File: config.mk
export PLATFORM = sky130hd
export DESIGN_NAME = kdim_seq
export DESIGN_NICKNAME = d
export VERILOG_FILES = /design/src/rtl/core/kdim_pkg.sv /design/src/rtl/core/kdim_seq.sv
export SDC_FILE = /design/constraint.sdc
export NUM_CORES = 1
export LEC_CHECK = 0
export ABC_CLOCK_PERIOD_IN_PS = 5200
export BUFFER_PORTS_ARGS = -buffer_cell sky130_fd_sc_hd__buf_2
export CORE_ASPECT_RATIO = 1.25
export CORE_MARGIN = 2
export CORE_UTILIZATION = 32
export DETAILED_ROUTE_END_ITERATION = 8
export PLACE_DENSITY = 0.55
export SYNTH_ARGS = -nofsm -noshare
export SYNTH_HDL_FRONTEND = slang
export SYNTH_SLANG_ARGS = --single-unit
File: constraint.sdc
create_clock -name clock -period 5.2 [get_ports clock]
set_clock_uncertainty 0.2 [all_clocks]
set_input_delay 0 -clock clock [delete_from_list [all_inputs] [get_ports clock]]
set_output_delay 0 -clock clock [all_outputs]
set_load 0.03 [all_outputs]
File: src/rtl/core/kdim_pkg.sv
// Shared types, sizes and helpers for the key to dense index map.
// No dependencies; imported by every module of the block except the checker.
`timescale 1ns / 1ps

package kdim_pkg;

   // table geometry
   localparam int TABLE_ENTRIES = 256;
   localparam int TABLE_COUNT   = 4;

   localparam int SLOT_W    = $clog2(TABLE_ENTRIES);
   localparam int CNT_W     = $clog2(TABLE_ENTRIES + 1);
   localparam int TBL_W     = (TABLE_COUNT > 1) ? $clog2(TABLE_COUNT) : 1;
   localparam int ADDR_W    = TBL_W + SLOT_W;
   localparam int MEM_DEPTH = 1 << ADDR_W;

   // fixed field widths
   localparam int KEY_W   = 64;
   localparam int SEL_W   = 2;
   localparam int FIELD_W = 16;
   localparam int DIDX_W  = 8;

   // request codes and table ids
   localparam logic REQ_LOOKUP = 1'b0;
   localparam logic REQ_CLEAR  = 1'b1;
   localparam logic [SEL_W-1:0] SEL_STATE = 2'd3;

   localparam logic [CNT_W-1:0]  ENTRIES_CNT = CNT_W'(TABLE_ENTRIES);
   localparam logic [SLOT_W-1:0] LAST_SLOT   = SLOT_W'(TABLE_ENTRIES - 1);

   typedef logic [KEY_W-1:0]  key_type;
   typedef logic [SLOT_W-1:0] slot_type;
   typedef logic [CNT_W-1:0]  cnt_type;
   typedef logic [TBL_W-1:0]  tbl_type;
   typedef logic [ADDR_W-1:0] addr_type;

   // one hash slot: stored key and the dense index it was given
   typedef struct packed {
      key_type  key;
      slot_type idx;
   } hash_entry_type;

   // sequencer to slot store
   typedef struct packed {
      logic           hash_rd_en;
      addr_type       hash_rd_addr;
      logic           hash_wr_en;
      addr_type       hash_wr_addr;
      hash_entry_type hash_wr_data;
      logic           dense_rd_en;
      addr_type       dense_rd_addr;
      logic           dense_wr_en;
      addr_type       dense_wr_addr;
      slot_type       dense_wr_slot;
   } mem_req_type;

   // slot store to sequencer (registered read data)
   typedef struct packed {
      hash_entry_type entry;
      slot_type       dense_slot;
   } mem_rsp_type;

   // xor fold of the key into a home slot, reduced into the table range
   function automatic slot_type hash_slot(input key_type k);
      slot_type h;
      h = '0;
      for (int i = 0; i < KEY_W; i++) begin
         h[i % SLOT_W] = h[i % SLOT_W] ^ k[i];
      end
      if (h > LAST_SLOT) begin
         h = h - SLOT_W'(TABLE_ENTRIES);
      end
      return h;
   endfunction

endpackage

File: src/rtl/core/kdim_seq.sv
// Probe sequencer: linear probing over the slot store, per-table counts,
// insert on miss, and the result register. Depends on kdim_pkg.
`timescale 1ns / 1ps

module kdim_seq (
   input  logic                   clock,
   input  logic                   reset,
   input  logic                   req_valid,
   output logic                   req_stall,
   input  logic                   req_type,
   input  logic [1:0]             req_table_select,
   input  kdim_pkg::key_type      lookup_key,
   output logic                   rsp_valid,
   input  logic                   rsp_stall,
   output logic [7:0]             rsp_dense_index,
   output logic                   rsp_was_new,
   output logic                   rsp_table_full,
   output kdim_pkg::mem_req_type  mem_req,
   input  kdim_pkg::mem_rsp_type  mem_rsp
);
   import kdim_pkg::*;

   typedef enum logic [1:0] {ST_IDLE, ST_CHK_HASH, ST_CHK_DENSE, ST_DONE} state_type;

   state_type state_ff, state_in;
   tbl_type   tbl_ff, tbl_in;
   key_type   key_ff, key_in;
   slot_type  slot_ff, slot_in;
   slot_type  probe_ff, probe_in;
   cnt_type   count_ff [TABLE_COUNT];
   cnt_type   count_in [TABLE_COUNT];
   slot_type  res_idx_ff, res_idx_in;
   logic      res_new_ff, res_new_in;
   logic      res_full_ff, res_full_in;
   logic      rsp_valid_ff, rsp_valid_in;
   logic [DIDX_W-1:0] rsp_idx_ff, rsp_idx_in;
   logic      rsp_new_ff, rsp_new_in;
   logic      rsp_full_ff, rsp_full_in;

   cnt_type   cur_cnt;
   logic      do_insert;
   slot_type  next_slot;
   slot_type  home_slot;

   assign cur_cnt   = count_ff[tbl_ff];
   assign next_slot = (slot_ff == LAST_SLOT) ? '0 : slot_ff + 1'b1;
   assign home_slot = hash_slot(lookup_key);
   assign req_stall = (state_ff != ST_IDLE);

   // next state, memory requests, insert and result staging
   always_comb begin
      state_in     = state_ff;
      tbl_in       = tbl_ff;
      key_in       = key_ff;
      slot_in      = slot_ff;
      probe_in     = probe_ff;
      count_in     = count_ff;
      res_idx_in   = res_idx_ff;
      res_new_in   = res_new_ff;
      res_full_in  = res_full_ff;
      rsp_valid_in = rsp_valid_ff && rsp_stall;
      rsp_idx_in   = rsp_idx_ff;
      rsp_new_in   = rsp_new_ff;
      rsp_full_in  = rsp_full_ff;
      mem_req      = '0;
      do_insert    = 1'b0;

      case (state_ff)
         ST_IDLE: begin
            if (req_valid) begin
               tbl_in      = req_table_select[TBL_W-1:0];
               key_in      = lookup_key;
               slot_in     = home_slot;
               probe_in    = '0;
               res_idx_in  = '0;
               res_new_in  = 1'b0;
               res_full_in = 1'b0;
               if (req_type == REQ_CLEAR) begin
                  for (int t = 0; t < TABLE_COUNT; t++) begin
                     count_in[t] = '0;
                  end
                  state_in = ST_DONE;
               end else if (int'(req_table_select) >= TABLE_COUNT) begin
                  state_in = ST_DONE;
               end else begin
                  mem_req.hash_rd_en   = 1'b1;
                  mem_req.hash_rd_addr = {req_table_select[TBL_W-1:0], home_slot};
                  state_in             = ST_CHK_HASH;
               end
            end
         end
         ST_CHK_HASH: begin
            // slot may be live only if its index is below the fill count
            if (CNT_W'(mem_rsp.entry.idx) < cur_cnt) begin
               mem_req.dense_rd_en   = 1'b1;
               mem_req.dense_rd_addr = {tbl_ff, mem_rsp.entry.idx};
               state_in              = ST_CHK_DENSE;
            end else begin
               do_insert = 1'b1;
            end
         end
         ST_CHK_DENSE: begin
            // back-pointer confirms the slot was written since the last clear
            if (mem_rsp.dense_slot == slot_ff) begin
               if (mem_rsp.entry.key == key_ff) begin
                  res_idx_in = mem_rsp.entry.idx;
                  state_in   = ST_DONE;
               end else if (probe_ff == LAST_SLOT) begin
                  res_full_in = 1'b1;
                  state_in    = ST_DONE;
               end else begin
                  slot_in              = next_slot;
                  probe_in             = probe_ff + 1'b1;
                  mem_req.hash_rd_en   = 1'b1;
                  mem_req.hash_rd_addr = {tbl_ff, next_slot};
                  state_in             = ST_CHK_HASH;
               end
            end else begin
               do_insert = 1'b1;
            end
         end
         ST_DONE: begin
            if (!rsp_valid_in) begin
               rsp_valid_in = 1'b1;
               rsp_idx_in   = DIDX_W'(res_idx_ff);
               rsp_new_in   = res_new_ff;
               rsp_full_in  = res_full_ff;
               state_in     = ST_IDLE;
            end
         end
         default: begin
            state_in = ST_IDLE;
         end
      endcase

      // free slot found: insert if the table has room
      if (do_insert) begin
         if (cur_cnt < ENTRIES_CNT) begin
            mem_req.hash_wr_en        = 1'b1;
            mem_req.hash_wr_addr      = {tbl_ff, slot_ff};
            mem_req.hash_wr_data.key  = key_ff;
            mem_req.hash_wr_data.idx  = cur_cnt[SLOT_W-1:0];
            mem_req.dense_wr_en       = 1'b1;
            mem_req.dense_wr_addr     = {tbl_ff, cur_cnt[SLOT_W-1:0]};
            mem_req.dense_wr_slot     = slot_ff;
            count_in[tbl_ff]          = cur_cnt + 1'b1;
            res_idx_in                = cur_cnt[SLOT_W-1:0];
            res_new_in                = 1'b1;
         end else begin
            res_full_in = 1'b1;
         end
         state_in = ST_DONE;
      end
   end

   // state, counts and result registers
   always_ff @(posedge clock) begin
      if (reset) begin
         state_ff     <= ST_IDLE;
         rsp_valid_ff <= 1'b0;
         for (int t = 0; t < TABLE_COUNT; t++) begin
            count_ff[t] <= '0;
         end
      end else begin
         state_ff     <= state_in;
         rsp_valid_ff <= rsp_valid_in;
         count_ff     <= count_in;
      end
      tbl_ff      <= tbl_in;
      key_ff      <= key_in;
      slot_ff     <= slot_in;
      probe_ff    <= probe_in;
      res_idx_ff  <= res_idx_in;
      res_new_ff  <= res_new_in;
      res_full_ff <= res_full_in;
      rsp_idx_ff  <= rsp_idx_in;
      rsp_new_ff  <= rsp_new_in;
      rsp_full_ff <= rsp_full_in;
   end

   assign rsp_valid       = rsp_valid_ff;
   assign rsp_dense_index = rsp_idx_ff;
   assign rsp_was_new     = rsp_new_ff;
   assign rsp_table_full  = rsp_full_ff;

endmodule

==> results.cfg <==
[critical_path]
reg2reg_to = state_ff[1]
required_ns = 5.00
worstPathMaxFanout = 54
critical_path_class = reg2out
cp_data_arrival_time_ns = 4.19
worst_setup_path_end_kind = output pin
reg2reg_depth = 11
r2r_slack_ns = 0.97
rr_startpoint = tbl_ff[0]
start_kind = flop

[global_route]
grt.total_usage_pct = 19.8
antenna_found_initial = 1
grt_pass1_vias = 6534
grt_pass1_wl_um = 37600
grt_overflow_total = 0
grt_max_degree = 66

[timing]
slew_headroom_pct = 37.0
final.period_utilization_pct = 84.4
grt_setup_unrepaired = false
setup_viol = 0
worstMarginPinSlew_ns = 0.945
setup-tns-final_ns = 0
fmax_mhz = 228
whs_ns = 0.121
maxSlewViolCount = 0
min_period_ns = 4.39
timing.final.hold_violations = 0

[routing]
wl_um = 25600
ant_nets = 0
drc = 0
drtIter0Drc = 342
wl_per_cell_um = 18.4
vias = 6418
viasPerCell = 4.61
first_pass_iters = 4

[power_and_ir_drop]
ir_drop_uv = 222
p_leak_nw = 4.51
p_per_area_mw_per_mm2 = 420
finalPower_w = 0.00456

[clock_network]
root_buffer = clkbuf_16
insertion_delay_ns = 0.42
cts.sinks = 141
cts.path.max_buffers = 2
cts_buffers = 17
cts-resized-gates = 0
cts_setup_buffers = 0
cts_tree = yes
ctsHtreeMaxLevel = 4
cts.clk_slew.worst_paths_ns = 0.06

[synth]
ys_seq_area_share_pct = 48.0
syn_avg_cell_area_um2 = 11.0
syn_nets = 873
synth_edf_count = 92
async_flop_share_pct = 0
yosys_warnings = 0
synth_ff_type = edfxtp_1
synth-seq-cells = 141
synthCells = 708
synth_area_mm2 = 0.00780
synth.distinct_cells = 46

[finish]
fin_nets = 1218
multi_input_area_mm2 = 0.00373
drive_above_1_share_pct = 32.5
area_delta_synth_final_pct = 39.0
seq_area_mm2 = 0.00374
nFillCells = 2333
final_common_cell = buf_2
mostFrequentLayoutCells = buf_2, xnor2_1, edfxtp_1, and2_1, dlygate4sd3_1

[die]
start_util_pct = 32.7
die_w_um = 144
dieArea_mm2 = 0.0257
io_pins = 287
core_area_mm2 = 0.0239
rows = 63
die_h_um = 179

[min_path]
min_from = req_table_select[0]
hold_class = in2reg
min_delay_path_depth = 2
holdPathEnd = tbl_ff[0]

[status]
status = finished, final reports clean

[job]
maxCapViolations = 0

[placed_design]
gp_congestion = 0.869
port_buffers = 286
place_hpwl_um = 19900
[power by group]
part,leakage (nW),internal (W),total [W],switching [W]
combinational,2.93,0.000581,0.00162,0.00104
sequential,1.27,0.00147,0.00166,0.000194
clock,0.309,0.000794,0.00128,0.000489
[sequential cells by signal, indices dropped and copies added (netlist names), 2 cells and up]
name and flops:
key_ff 64, count_ff 36, probe_ff 8, res_idx_ff 8, rsp_dense_index 8, slot_ff 8
state_ff 2, tbl_ff 2
[synth_stat cells (2+ instances only)]
| library cell | number | share of area, % |
|---|---|---|
| and2_1 | 87 | 7.0 |
| and3b_1 | 2 | 0.22 |
| nand2b_1 | 8 | 0.64 |
| nor3_1 | 3 | 0.19 |
| nor4_1 | 7 | 0.56 |
| nand3b_1 | 4 | 0.38 |
| mux2i_1 | 18 | 2.3 |
| nand3_1 | 23 | 1.5 |
| buf_6 | 4 | 0.58 |
| a21oi_1 | 23 | 1.5 |
| buf_2 | 3 | 0.19 |
| mux4_2 | 6 | 1.7 |
| mux4_1 | 3 | 1.0 |
| inv_1 | 16 | 0.77 |
| mux2_4 | 3 | 0.58 |
| a221o_1 | 8 | 1.0 |
| nor2_2 | 3 | 0.24 |
| buf_4 | 19 | 1.8 |
| dfxtp_1 | 49 | 13 |
| o22ai_1 | 7 | 0.56 |
| nor2_1 | 26 | 1.3 |
| clkbuf_1 | 20 | 0.96 |
| edfxtp_1 | 92 | 35 |
| and3_1 | 12 | 0.96 |
| nand2_1 | 43 | 2.1 |
| a22o_1 | 7 | 0.79 |
| xnor2_1 | 129 | 14 |
| a21boi_0 | 2 | 0.19 |
| o21ai_0 | 8 | 0.51 |
| a21o_1 | 2 | 0.19 |
| a31oi_1 | 2 | 0.16 |
| xor2_1 | 17 | 1.9 |
| ha_1 | 14 | 2.2 |
| or2_2 | 6 | 0.48 |
| nand4_1 | 21 | 1.7 |
[kinds of logic (layout without fill, tap and decap cells)]
family,after synthesis,count (layout),synth area share [%]
buffers and inverters,62,420,4.33
adder cells (fa/ha/maj),14,14,2.24
XOR/XNOR,146,146,16.4
multiplexers,31,31,5.77
other,0,1,0
AO/OA/AOI/OAI,64,64,5.61
flip-flops,141,141,48.0
AND/OR/NAND/NOR,250,250,17.7
[worst max path at each step]
stage	startpoint	endpoint	slack, ns	cells past startpoint
CTS	tbl_ff[0]	mem_req[60]	0.77	10
global route	tbl_ff[0]	mem_req[60]	0.53	10
detailed placement	tbl_ff[0]	count_ff[18]	1.02	10
global placement	tbl_ff[0]	count_ff[18]	1.13	10
floorplan	tbl_ff[0]	mem_req[104]	1.89	12
finish	tbl_ff[0]	mem_req[94]	0.81	10
[per-stage QoR]
step / cells / worst slack, ns / instance area [µm²] / util [%]
3_3_place_gp: 1279 / 1.13 / 9410 / 39.4
2_1_floorplan: 708 / 1.89 / 7800 / -
3_5_place_dp: 1279 / 1.02 / 9410 / 39.4
4_1_cts: 1391 / 0.769 / 10800 / 45.4
6_report: 1392 / 0.814 / 10900 / 45.4
5_1_grt: 1392 / 0.533 / 10900 / 45.4
[metal layers]
metal,track usage (%),vias up,share of wire (%)
li1,-,3157,-
met1,22.6,3008,40
met2,36.9,222,53
met3,3.65,31,5.0
met4,6.37,0,2.2
met5,0,-,0
[worst max-delay path: stages (launching register included)]
cell and delay [ns]:
edfxtp_1 0.87, mux4_1 0.73, inv_1 0.09, ha_1 0.22
o2111ai_1 0.20, nand3_1 0.12, and4_4 0.21, o311a_4 0.57
buf_4 0.33, and2_1 0.21, buf_2 0.17
[cell type report]
type,instances,share of cell area [%]
Antenna cell,1,0.0231
Clock inverter,8,0.807
Sequential cell,141,34.5
Multi-Input combinational cell,505,34.3
Inverter,16,0.553
Clock buffer,24,5.04
Timing Repair Buffer,372,21.0
Tap cell,325,3.75
[what timing repair did]
action / 4_1_cts / 5_1_grt
hold buffers: 80 / 0
hold endpoints to repair: 120 / 0
endpoints found under the setup margin: 0 / 0
(Power assumes the default switching activity.)
